File: config.mk
export PLATFORM = sky130hd
export DESIGN_NAME = nibble_frame_receiver_queue_flat
export DESIGN_NICKNAME = d
export VERILOG_FILES = /design/src/hw/rtl/nfrq_pkg.sv /design/src/hw/rtl/nfrq_if.sv /design/src/hw/rtl/nibble_frame_receiver_queue.sv /design/src/hw/rtl/nfrq_msg_ram.sv /design/src/hw/rtl/nfrq_parser.sv /design/src/hw/rtl/nfrq_slot_ctrl.sv /design/src/flat_wrapper.sv
export VERILOG_INCLUDE_DIRS = /design/src /design/src/hw/rtl
export SDC_FILE = /design/constraint.sdc
export NUM_CORES = 1
export LEC_CHECK = 0
export BUFFER_PORTS_ARGS = -buffer_cell sky130_fd_sc_hd__buf_2
export CAP_MARGIN = 20
export CELL_PAD_IN_SITES_DETAIL_PLACEMENT = 1
export CELL_PAD_IN_SITES_GLOBAL_PLACEMENT = 2
export CORE_MARGIN = 1.5
export CORE_UTILIZATION = 43
export CTS_BUF_LIST = sky130_fd_sc_hd__clkbuf_4 sky130_fd_sc_hd__clkbuf_8
export DETAILED_ROUTE_END_ITERATION = 10
export PLACE_DENSITY_LB_ADDON = 0.1
export SETUP_SLACK_MARGIN = 0.05
export SLEW_MARGIN = 25
export SYNTH_ARGS = -nofsm -noshare
export SYNTH_HDL_FRONTEND = slang
export SYNTH_SLANG_ARGS = --single-unit
File: constraint.sdc
create_clock -name clk_i -period 5.4 [get_ports clk_i]
set_clock_uncertainty 0.1 [all_clocks]
set_input_delay 1.62 -clock clk_i [delete_from_list [all_inputs] [get_ports clk_i]]
set_output_delay 1.62 -clock clk_i [all_outputs]
set_load 0.01 [all_outputs]
File: src/hw/rtl/nibble_frame_receiver_queue_defines.svh
// Assertion helpers for the RTL, used by nibble_frame_receiver_queue.
`ifndef NIBBLE_FRAME_RECEIVER_QUEUE_DEFINES_SVH
`define NIBBLE_FRAME_RECEIVER_QUEUE_DEFINES_SVH

// Clocked assertion, disabled while reset is asserted.
`define NFRQ_ASSERT(lbl, prop, msg) \
  lbl: assert property (@(posedge clk_i) disable iff (!rst_ni) prop) else $error(msg);

// Implication checked every cycle, disabled while reset is asserted.
`define NFRQ_ASSERT_IMP(lbl, ante, cons, msg) \
  lbl: assert property (@(posedge clk_i) disable iff (!rst_ni) (ante) |-> (cons)) \
    else $error(msg);

`endif

File: src/hw/rtl/nfrq_pkg.sv
package nfrq_pkg;

  localparam int unsigned QueueDepth = 8;
  localparam int unsigned IdxW = (QueueDepth > 1) ? $clog2(QueueDepth) : 1;
  localparam int unsigned CntW = $clog2(QueueDepth + 1);

  // Fixed field widths
  localparam int unsigned ActW   = 2;
  localparam int unsigned ByteW  = 8;
  localparam int unsigned StatW  = 3;
  localparam int unsigned NibW   = 4;
  localparam int unsigned PendW  = 4;
  localparam int unsigned MsgW   = 4 * NibW;
  localparam int unsigned PartW  = 3 * NibW;

  localparam logic [NibW-1:0] FirstMark = 4'hF;
  localparam logic [NibW-1:0] LastMark  = 4'hE;

  // Action codes
  localparam logic [ActW-1:0] ActByte  = 2'd0;
  localparam logic [ActW-1:0] ActRead  = 2'd1;
  localparam logic [ActW-1:0] ActClear = 2'd2;

  // Status codes
  localparam logic [StatW-1:0] StAccepted = 3'd0;
  localparam logic [StatW-1:0] StStored   = 3'd1;
  localparam logic [StatW-1:0] StBadFirst = 3'd2;
  localparam logic [StatW-1:0] StBadThird = 3'd3;
  localparam logic [StatW-1:0] StFull     = 3'd4;
  localparam logic [StatW-1:0] StRead     = 3'd5;
  localparam logic [StatW-1:0] StEmpty    = 3'd6;
  localparam logic [StatW-1:0] StCleared  = 3'd7;

  typedef struct packed {
    logic [StatW-1:0] status;
    logic             store_req;
    logic [MsgW-1:0]  msg;
  } parse_res_t;

  typedef struct packed {
    logic store_en;
    logic pop_en;
    logic clear_en;
  } slot_ctrl_t;

  typedef struct packed {
    logic [IdxW-1:0] head;
    logic            head_pending;
    logic            free_found;
    logic [IdxW-1:0] free_idx;
    logic [CntW-1:0] count_nxt;
  } slot_info_t;

endpackage

File: src/hw/rtl/nfrq_if.sv
interface nfrq_in_if import nfrq_pkg::*; ();
  logic             valid;
  logic             ready;
  logic [ActW-1:0]  action;
  logic [ByteW-1:0] rx_byte;

  modport source (output valid, action, rx_byte, input ready);
  modport sink (input valid, action, rx_byte, output ready);
endinterface

interface nfrq_out_if import nfrq_pkg::*; ();
  logic              valid;
  logic              ready;
  logic [StatW-1:0]  status;
  logic [NibW-1:0]   msg_type;
  logic [NibW-1:0]   value_one;
  logic [NibW-1:0]   value_two;
  logic [NibW-1:0]   value_three;
  logic [PendW-1:0]  pending_count;

  modport source (output valid, status, msg_type, value_one, value_two, value_three,
                  pending_count, input ready);
  modport sink (input valid, status, msg_type, value_one, value_two, value_three,
                pending_count, output ready);
endinterface

File: src/hw/rtl/nibble_frame_receiver_queue.sv
// Channel  Dir  Port   Payload
// -------  ---  -----  -----------------------------------------------------------
// in       in   in_i   action, rx_byte
// out      out  out_o  status, msg_type, value_one, value_two, value_three,
//                      pending_count
//
// Byte and clear items are answered directly; a read that pops a message first
// passes through StRdWait, since the message store is a synchronous RAM.
// The result sits in an output register; a new item is taken in the cycle the
// previous result leaves, so a stalled out channel stalls the input.
// Reset clears the parser, the pending marks and the head; messages are not.
`include "nibble_frame_receiver_queue_defines.svh"

module nibble_frame_receiver_queue import nfrq_pkg::*; (
  input  logic       clk_i,
  input  logic       rst_ni,
  nfrq_in_if.sink    in_i,
  nfrq_out_if.source out_o
);

  typedef enum logic [1:0] {
    StIdle   = 2'b01,
    StRdWait = 2'b10
  } fsm_e;

  fsm_e state_q, state_d;

  parse_res_t parse;
  slot_ctrl_t ctrl;
  slot_info_t info;

  logic            in_acc, byte_en, pop_en;
  logic            ram_we;
  logic [MsgW-1:0] ram_rdata;

  logic             out_valid_q, out_valid_d;
  logic [StatW-1:0] status_q, status_d;
  logic [MsgW-1:0]  msg_q, msg_d;
  logic [PendW-1:0] count_q, count_d;

  assign in_i.ready = (state_q == StIdle) && (!out_valid_q || out_o.ready);
  assign in_acc     = in_i.valid && in_i.ready;
  assign byte_en    = in_acc && (in_i.action == ActByte);
  assign pop_en     = in_acc && (in_i.action == ActRead) && info.head_pending;

  assign ctrl.store_en = byte_en && parse.store_req;
  assign ctrl.pop_en   = pop_en;
  assign ctrl.clear_en = in_acc && (in_i.action == ActClear);

  assign ram_we = ctrl.store_en && info.free_found;

  nfrq_parser u_parser (
    .clk_i,
    .rst_ni,
    .byte_en_i (byte_en),
    .rx_byte_i (in_i.rx_byte),
    .res_o     (parse)
  );

  nfrq_slot_ctrl u_slots (
    .clk_i,
    .rst_ni,
    .ctrl_i (ctrl),
    .info_o (info)
  );

  nfrq_msg_ram #(
    .Width (MsgW),
    .Depth (QueueDepth),
    .AddrW (IdxW)
  ) u_ram (
    .clk_i,
    .we_i    (ram_we),
    .waddr_i (info.free_idx),
    .wdata_i (parse.msg),
    .re_i    (pop_en),
    .raddr_i (info.head),
    .rdata_o (ram_rdata)
  );

  always_comb begin
    state_d     = state_q;
    out_valid_d = out_valid_q && !out_o.ready;
    status_d    = status_q;
    msg_d       = msg_q;
    count_d     = count_q;
    case (state_q)
      StIdle: begin
        if (in_acc) begin
          count_d = PendW'(info.count_nxt);
          msg_d   = '0;
          case (in_i.action)
            ActByte: begin
              status_d = (parse.store_req && !info.free_found) ? StFull : parse.status;
            end
            ActRead:  status_d = info.head_pending ? StRead : StEmpty;
            ActClear: status_d = StCleared;
            default:  status_d = StAccepted;
          endcase
          if (pop_en) begin
            state_d = StRdWait;
          end else begin
            out_valid_d = 1'b1;
          end
        end
      end
      StRdWait: begin
        msg_d       = ram_rdata;
        out_valid_d = 1'b1;
        state_d     = StIdle;
      end
      default: state_d = StIdle;
    endcase
  end

  always_ff @(posedge clk_i or negedge rst_ni) begin
    if (!rst_ni) begin
      state_q     <= StIdle;
      out_valid_q <= 1'b0;
    end else begin
      state_q     <= state_d;
      out_valid_q <= out_valid_d;
    end
  end

  always_ff @(posedge clk_i) begin
    status_q <= status_d;
    msg_q    <= msg_d;
    count_q  <= count_d;
  end

  assign out_o.valid         = out_valid_q;
  assign out_o.status        = status_q;
  assign out_o.msg_type      = msg_q[15:12];
  assign out_o.value_one     = msg_q[11:8];
  assign out_o.value_two     = msg_q[7:4];
  assign out_o.value_three   = msg_q[3:0];
  assign out_o.pending_count = count_q;

  `NFRQ_ASSERT_IMP(a_rdwait_out_free, state_q == StRdWait, !out_valid_q, "busy output")
  `NFRQ_ASSERT(a_pop_wait, pop_en |=> (state_q == StRdWait && status_q == StRead), "pop no wait")
  `NFRQ_ASSERT(a_rd_done, (state_q == StRdWait) |=> (out_valid_q && state_q == StIdle), "read lost")
  `NFRQ_ASSERT_IMP(a_count_bound, out_valid_q, count_q <= PendW'(QueueDepth), "count over depth")

endmodule

File: src/hw/rtl/nfrq_msg_ram.sv
module nfrq_msg_ram #(
  parameter int unsigned Width = 16,
  parameter int unsigned Depth = 8,
  parameter int unsigned AddrW = (Depth > 1) ? $clog2(Depth) : 1
) (
  input  logic             clk_i,
  input  logic             we_i,
  input  logic [AddrW-1:0] waddr_i,
  input  logic [Width-1:0] wdata_i,
  input  logic             re_i,
  input  logic [AddrW-1:0] raddr_i,
  output logic [Width-1:0] rdata_o
);

  logic [Width-1:0] mem_q [Depth];

  always_ff @(posedge clk_i) begin
    if (we_i) begin
      mem_q[waddr_i] <= wdata_i;
    end
    if (re_i) begin
      rdata_o <= mem_q[raddr_i];
    end
  end

endmodule

File: src/hw/rtl/nfrq_parser.sv
module nfrq_parser import nfrq_pkg::*; (
  input  logic             clk_i,
  input  logic             rst_ni,
  input  logic             byte_en_i,
  input  logic [ByteW-1:0] rx_byte_i,
  output parse_res_t       res_o
);

  typedef enum logic [2:0] {
    PhHunt   = 3'b001,
    PhSecond = 3'b010,
    PhThird  = 3'b100
  } phase_e;

  phase_e           phase_q, phase_d;
  logic [PartW-1:0] partial_q, partial_d;

  always_comb begin
    phase_d       = phase_q;
    partial_d     = partial_q;
    res_o.status    = StAccepted;
    res_o.store_req = 1'b0;
    res_o.msg       = {partial_q, rx_byte_i[7:4]};
    case (phase_q)
      PhHunt: begin
        if (rx_byte_i[7:4] != FirstMark) begin
          res_o.status = StBadFirst;
        end else begin
          partial_d = {rx_byte_i[3:0], 8'h00};
          phase_d   = PhSecond;
        end
      end
      PhSecond: begin
        partial_d = {partial_q[11:8], rx_byte_i};
        phase_d   = PhThird;
      end
      PhThird: begin
        // third byte closes the frame either way
        phase_d = PhHunt;
        if (rx_byte_i[3:0] != LastMark) begin
          res_o.status = StBadThird;
        end else begin
          res_o.status    = StStored;
          res_o.store_req = 1'b1;
        end
      end
      default: phase_d = PhHunt;
    endcase
  end

  always_ff @(posedge clk_i or negedge rst_ni) begin
    if (!rst_ni) begin
      phase_q   <= PhHunt;
      partial_q <= '0;
    end else if (byte_en_i) begin
      phase_q   <= phase_d;
      partial_q <= partial_d;
    end
  end

endmodule

File: src/hw/rtl/nfrq_slot_ctrl.sv
module nfrq_slot_ctrl import nfrq_pkg::*; (
  input  logic       clk_i,
  input  logic       rst_ni,
  input  slot_ctrl_t ctrl_i,
  output slot_info_t info_o
);

  logic [QueueDepth-1:0] pending_q, pending_d;
  logic [IdxW-1:0]       head_q, head_d;
  logic [IdxW:0]         head_inc;
  logic                  free_found;
  logic [IdxW-1:0]       free_idx;

  // circular first-free search starting at the head
  always_comb begin
    logic [IdxW:0] sum;
    free_found = 1'b0;
    free_idx   = head_q;
    for (int i = QueueDepth - 1; i >= 0; i--) begin
      sum = {1'b0, head_q} + (IdxW + 1)'(i);
      if (sum >= (IdxW + 1)'(QueueDepth)) begin
        sum = sum - (IdxW + 1)'(QueueDepth);
      end
      if (!pending_q[sum[IdxW-1:0]]) begin
        free_found = 1'b1;
        free_idx   = sum[IdxW-1:0];
      end
    end
  end

  always_comb begin
    head_inc = {1'b0, head_q} + (IdxW + 1)'(1);
    if (head_inc >= (IdxW + 1)'(QueueDepth)) begin
      head_inc = '0;
    end
    pending_d = pending_q;
    head_d    = head_q;
    if (ctrl_i.clear_en) begin
      pending_d = '0;
    end else if (ctrl_i.pop_en) begin
      pending_d[head_q] = 1'b0;
      head_d            = head_inc[IdxW-1:0];
    end else if (ctrl_i.store_en && free_found) begin
      pending_d[free_idx] = 1'b1;
    end
  end

  assign info_o.head         = head_q;
  assign info_o.head_pending = pending_q[head_q];
  assign info_o.free_found   = free_found;
  assign info_o.free_idx     = free_idx;
  assign info_o.count_nxt    = CntW'($countones(pending_d));

  always_ff @(posedge clk_i or negedge rst_ni) begin
    if (!rst_ni) begin
      pending_q <= '0;
      head_q    <= '0;
    end else begin
      pending_q <= pending_d;
      head_q    <= head_d;
    end
  end

endmodule
File: src/flat_wrapper.sv
// flat-port wrapper written by rule: the top's interface ports become plain ports
module nibble_frame_receiver_queue_flat import nfrq_pkg::*;
  (clk_i, rst_ni, in_i_valid, in_i_action, in_i_rx_byte, in_i_ready, out_o_valid, out_o_status, out_o_msg_type, out_o_value_one, out_o_value_two, out_o_value_three, out_o_pending_count, out_o_ready);
  nfrq_in_if in_i_i ();
  nfrq_out_if out_o_i ();
  input  logic clk_i;
  input  logic rst_ni;
  input wire logic [$bits(in_i_i.valid)-1:0] in_i_valid;
  input wire logic [$bits(in_i_i.action)-1:0] in_i_action;
  input wire logic [$bits(in_i_i.rx_byte)-1:0] in_i_rx_byte;
  output wire logic [$bits(in_i_i.ready)-1:0] in_i_ready;
  output wire logic [$bits(out_o_i.valid)-1:0] out_o_valid;
  output wire logic [$bits(out_o_i.status)-1:0] out_o_status;
  output wire logic [$bits(out_o_i.msg_type)-1:0] out_o_msg_type;
  output wire logic [$bits(out_o_i.value_one)-1:0] out_o_value_one;
  output wire logic [$bits(out_o_i.value_two)-1:0] out_o_value_two;
  output wire logic [$bits(out_o_i.value_three)-1:0] out_o_value_three;
  output wire logic [$bits(out_o_i.pending_count)-1:0] out_o_pending_count;
  input wire logic [$bits(out_o_i.ready)-1:0] out_o_ready;
  assign in_i_i.valid = in_i_valid;
  assign in_i_i.action = in_i_action;
  assign in_i_i.rx_byte = in_i_rx_byte;
  assign in_i_ready = in_i_i.ready;
  assign out_o_valid = out_o_i.valid;
  assign out_o_status = out_o_i.status;
  assign out_o_msg_type = out_o_i.msg_type;
  assign out_o_value_one = out_o_i.value_one;
  assign out_o_value_two = out_o_i.value_two;
  assign out_o_value_three = out_o_i.value_three;
  assign out_o_pending_count = out_o_i.pending_count;
  assign out_o_i.ready = out_o_ready;
  nibble_frame_receiver_queue u_core (.clk_i(clk_i), .rst_ni(rst_ni), .in_i(in_i_i), .out_o(out_o_i));
endmodule
==> results.json <==
{
  "outcome": "finished with violations",
  "violations": "negative setup slack",
  "max_freq_mhz": 179,
  "track_usage_pct": 21.9,
  "slowest_delay_ns": 0.59,
  "placeableCoreArea_um2": 20400,
  "cts_made_buffers": 17,
  "yosys-top-cells-count": "edfxtp_1, nand2_1, mux4_2",
  "dpl-instance-area_um2": 9980,
  "hp-class": "flop to flop",
  "clk_latency_ns": 0.46,
  "synth-seq-cells": 196,
  "postSynthAreaPerCell_um2": 15.1,
  "path_cells": "buf_6 > inv_4 > ha_4 > nand4_1 > or4_4 > a2111oi_4 > buf_4 > nand4_4 > o31a_1 > fa_1 > fa_1 > fa_1 > inv_2 > ha_4 > inv_2 > fa_2 > inv_2",
  "gp_routability_congestion": 0.843,
  "dp.cells": 934,
  "antenna_left": 0,
  "async_flop_share_pct": 14.8,
  "final_core_util_pct": 52.6,
  "arrival_ns": 5.71,
  "clock_tree.root_cell": "clkbuf_8",
  "diodes": 0,
  "totalWireLength_mm": 23.1,
  "io_pins": 39,
  "synth_top_area_share_pct": 55.4,
  "clock_path_buffers": 2,
  "antenna_found_initial": 0,
  "post-route-worst-setup-slack_ns": -0.175,
  "finalSetupViolCount": 3,
  "drt_iter0_drc": 376,
  "power.density_nw_per_um2": 250,
  "start_kind": "input port",
  "ys_types": 62,
  "design.die.area_um2": 21900,
  "finalNetCount": 747,
  "synthCells": 598,
  "grt_pass1_wl_mm": 35.5,
  "synthTopCellsByArea": "edfxtp_1, mux4_2, dfrtp_1",
  "instances_no_fill": 997,
  "criticalPathCategory": "input port to flop",
  "tritoncts": "done",
  "worst_pin_slew_ns": 0.892,
  "clock_sinks": 196,
  "crit_path_end_kind": "flop",
  "clkTransAtPathRegs_ns": 0.11,
  "period_minus_slack_ns": 5.57,
  "hpwlAfterDp_mm": 15.1,
  "rsz0062_at_grt": "true",
  "finalCritPeriodShare_pct": 103,
  "areaGrowthSynthToFinish_pct": 18.7,
  "cp_num_buf_inv": 6,
  "yosysSeqAreaShare_pct": 63.5,
  "cts_hold_repair.buffers": 0,
  "io_buffers": 38,
  "wl_per_cell_um": 23.2,
  "start_util_pct": 44.3,
  "grt_max_degree": 30,
  "holdWs_ns": 0.440,
  "slowest_stage": "fa_1",
  "ir_drop_uv": 203,
  "required_ns": 5.53,
  "htree_levels": 4,
  "fin_area_um2": 10700,
  "synth_nets": 631,
  "die_h_um": 148,
  "hold_viol": 0,
  "path_depth": 17,
  "via_per_inst": 5.63,
  "final_layout_size_suffix_gt1_share_pct": 36.3,
  "synth_edf_count": 167,
  "dr.pass1.iters": 5,
  "yosysMostFrequentCell": "edfxtp_1",
  "ys_warn_count": 0,
  "finalMaxSlewViolations": 0,
  "crit_fanout": 2,
  "slew_headroom_pct": 40.6,
  "whs_path_depth": 1,
  "p_leak_uw": 0.00395,
  "rows": 52,
  "fillers": 2018,
  "r2r_cells": 17,
  "finalSetupTns_ns": -0.450,
  "syn-cell-area_um2": 9050,
  "drv_cap": 0,
  "grt_overflow": 0,
  "vias": 5612,
  "synth_flop_cell": "edfxtp_1",
  "grt_pass1_vias": 5981,
  "die_x_um": 148,
  "path_delay_family": "adder cells",
  "drc": 0,
  "yosysTopAreaCell": "edfxtp_1"
}
## state kept, by name, indices dropped and copies added (netlist names)
name / flops
u_core.out_o.status: 3
u_core.state_q: 2
u_core.u_ram.rdata_o: 16
u_core.msg_q: 16
u_core.u_parser.partial_q: 12
u_core.u_slots.pending_q: 8
u_core.u_slots.head_q: 3
u_core.u_ram.mem_q: 128
u_core.out_o.pending_count: 4
u_core.u_parser.phase_q: 3
u_core.out_o.valid: 1
## where the power goes
part	total (µW)	switching, µW	internal (µW)
Clock	923	574	349
Combinational	84.5	47.5	37.0
Sequential	1680	23.4	1660
Total	2690	645	2050
## final timing paths
kind | startpoint | to | slack, ns
max | in_i_action[1] | u_core.out_o.pending_count[1]$_DFFE_PP_ | -0.17
min | u_core.u_ram.rdata_o[1]$_DFFE_PP_ | u_core.msg_q[1]$_SDFFCE_PN0P_ | 0.44
max reg2reg | u_core.u_slots.head_q[1]$_DFFE_PN0P_ | u_core.out_o.pending_count[1]$_DFFE_PP_ | -0.08
min reg2reg | u_core.u_ram.rdata_o[1]$_DFFE_PP_ | u_core.msg_q[1]$_SDFFCE_PN0P_ | 0.44
max in group asynchronous | rst_ni | u_core.u_slots.head_q[1]$_DFFE_PN0P_ | 3.58
min in group asynchronous | rst_ni | u_core.u_slots.pending_q[2]$_DFF_PN0_ | 1.10
## through the flow
step           total power (µW)  setup slack, ns
2_1_floorplan              1730           -0.498
3_3_place_gp               1780           -0.631
3_5_place_dp               1790           -0.739
4_1_cts                    2700           -0.132
5_1_grt                    2760           -0.235
6_report                   2690           -0.175
## cells in the final DEF, fill, tap and decap left out, types with 4 or more instances in the layout
master	instances
a21o_1	9
a21oi_1	10
and2_1	19
buf_2	36
buf_4	92
buf_6	6
clkbuf_8	17
dfrtp_1	25
edfxtp_1	167
ha_1	12
inv_1	18
inv_2	4
inv_6	4
mux2_2	7
mux2i_1	17
mux4_2	45
nand2_1	77
nand3_1	12
nand4_1	4
nor2_1	8
nor3_1	6
nor3_4	5
o21ai_0	17
o21ai_1	5
o31a_1	7
o31ai_1	9
## kinds of logic (layout without fill, tap and decap cells)
group	Yosys count	after routing	share of synthesized area, %
compound gates	82	82	6.66
buf+inv	63	192	3.29
simple gates	162	162	8.60
fa+ha+maj	19	19	2.96
xor+xnor	4	4	0.387
mux	72	72	14.6
flops	196	196	63.5
## routing by layer
metal	track usage (%)	wire, µm	up-vias
met5	0	0	-
met2	35.8	11300	137
met1	30.8	10400	2913
met3	2.85	945	35
li1	-	-	2527
met4	7.08	522	0
## cell type report
class	count	area (µm²)	share of cell area (%)
Timing Repair Buffer	135	953	8.87
Multi-Input combinational cell	339	3220	30.0
Clock buffer	18	241	2.25
Sequential cell	196	5750	53.5
Inverter	25	103	0.955
Clock inverter	14	143	1.33
Tap cell	270	338	3.14
## worst register-to-register path, stage by stage, from the launching register on
cell	delay, ns
dfrtp_2	0.42
buf_4	0.34
mux4_2	0.59
mux2_2	0.34
nand3_4	0.11
clkinvlp_4	0.11
a2111oi_4	0.32
buf_4	0.19
nand4_4	0.09
o31a_1	0.37
fa_1	0.59
fa_1	0.44
fa_1	0.46
inv_2	0.08
ha_4	0.13
inv_2	0.04
fa_2	0.52
inv_2	0.03
## repair_timing
item / in CTS / in global routing
buffers inserted: 27 / 5
pin swaps: 4 / 10
gates cloned: 0 / 3
endpoints found under the setup margin: 3 / 18
gates resized for setup: 13 / 33
(Power assumes the default switching activity.)
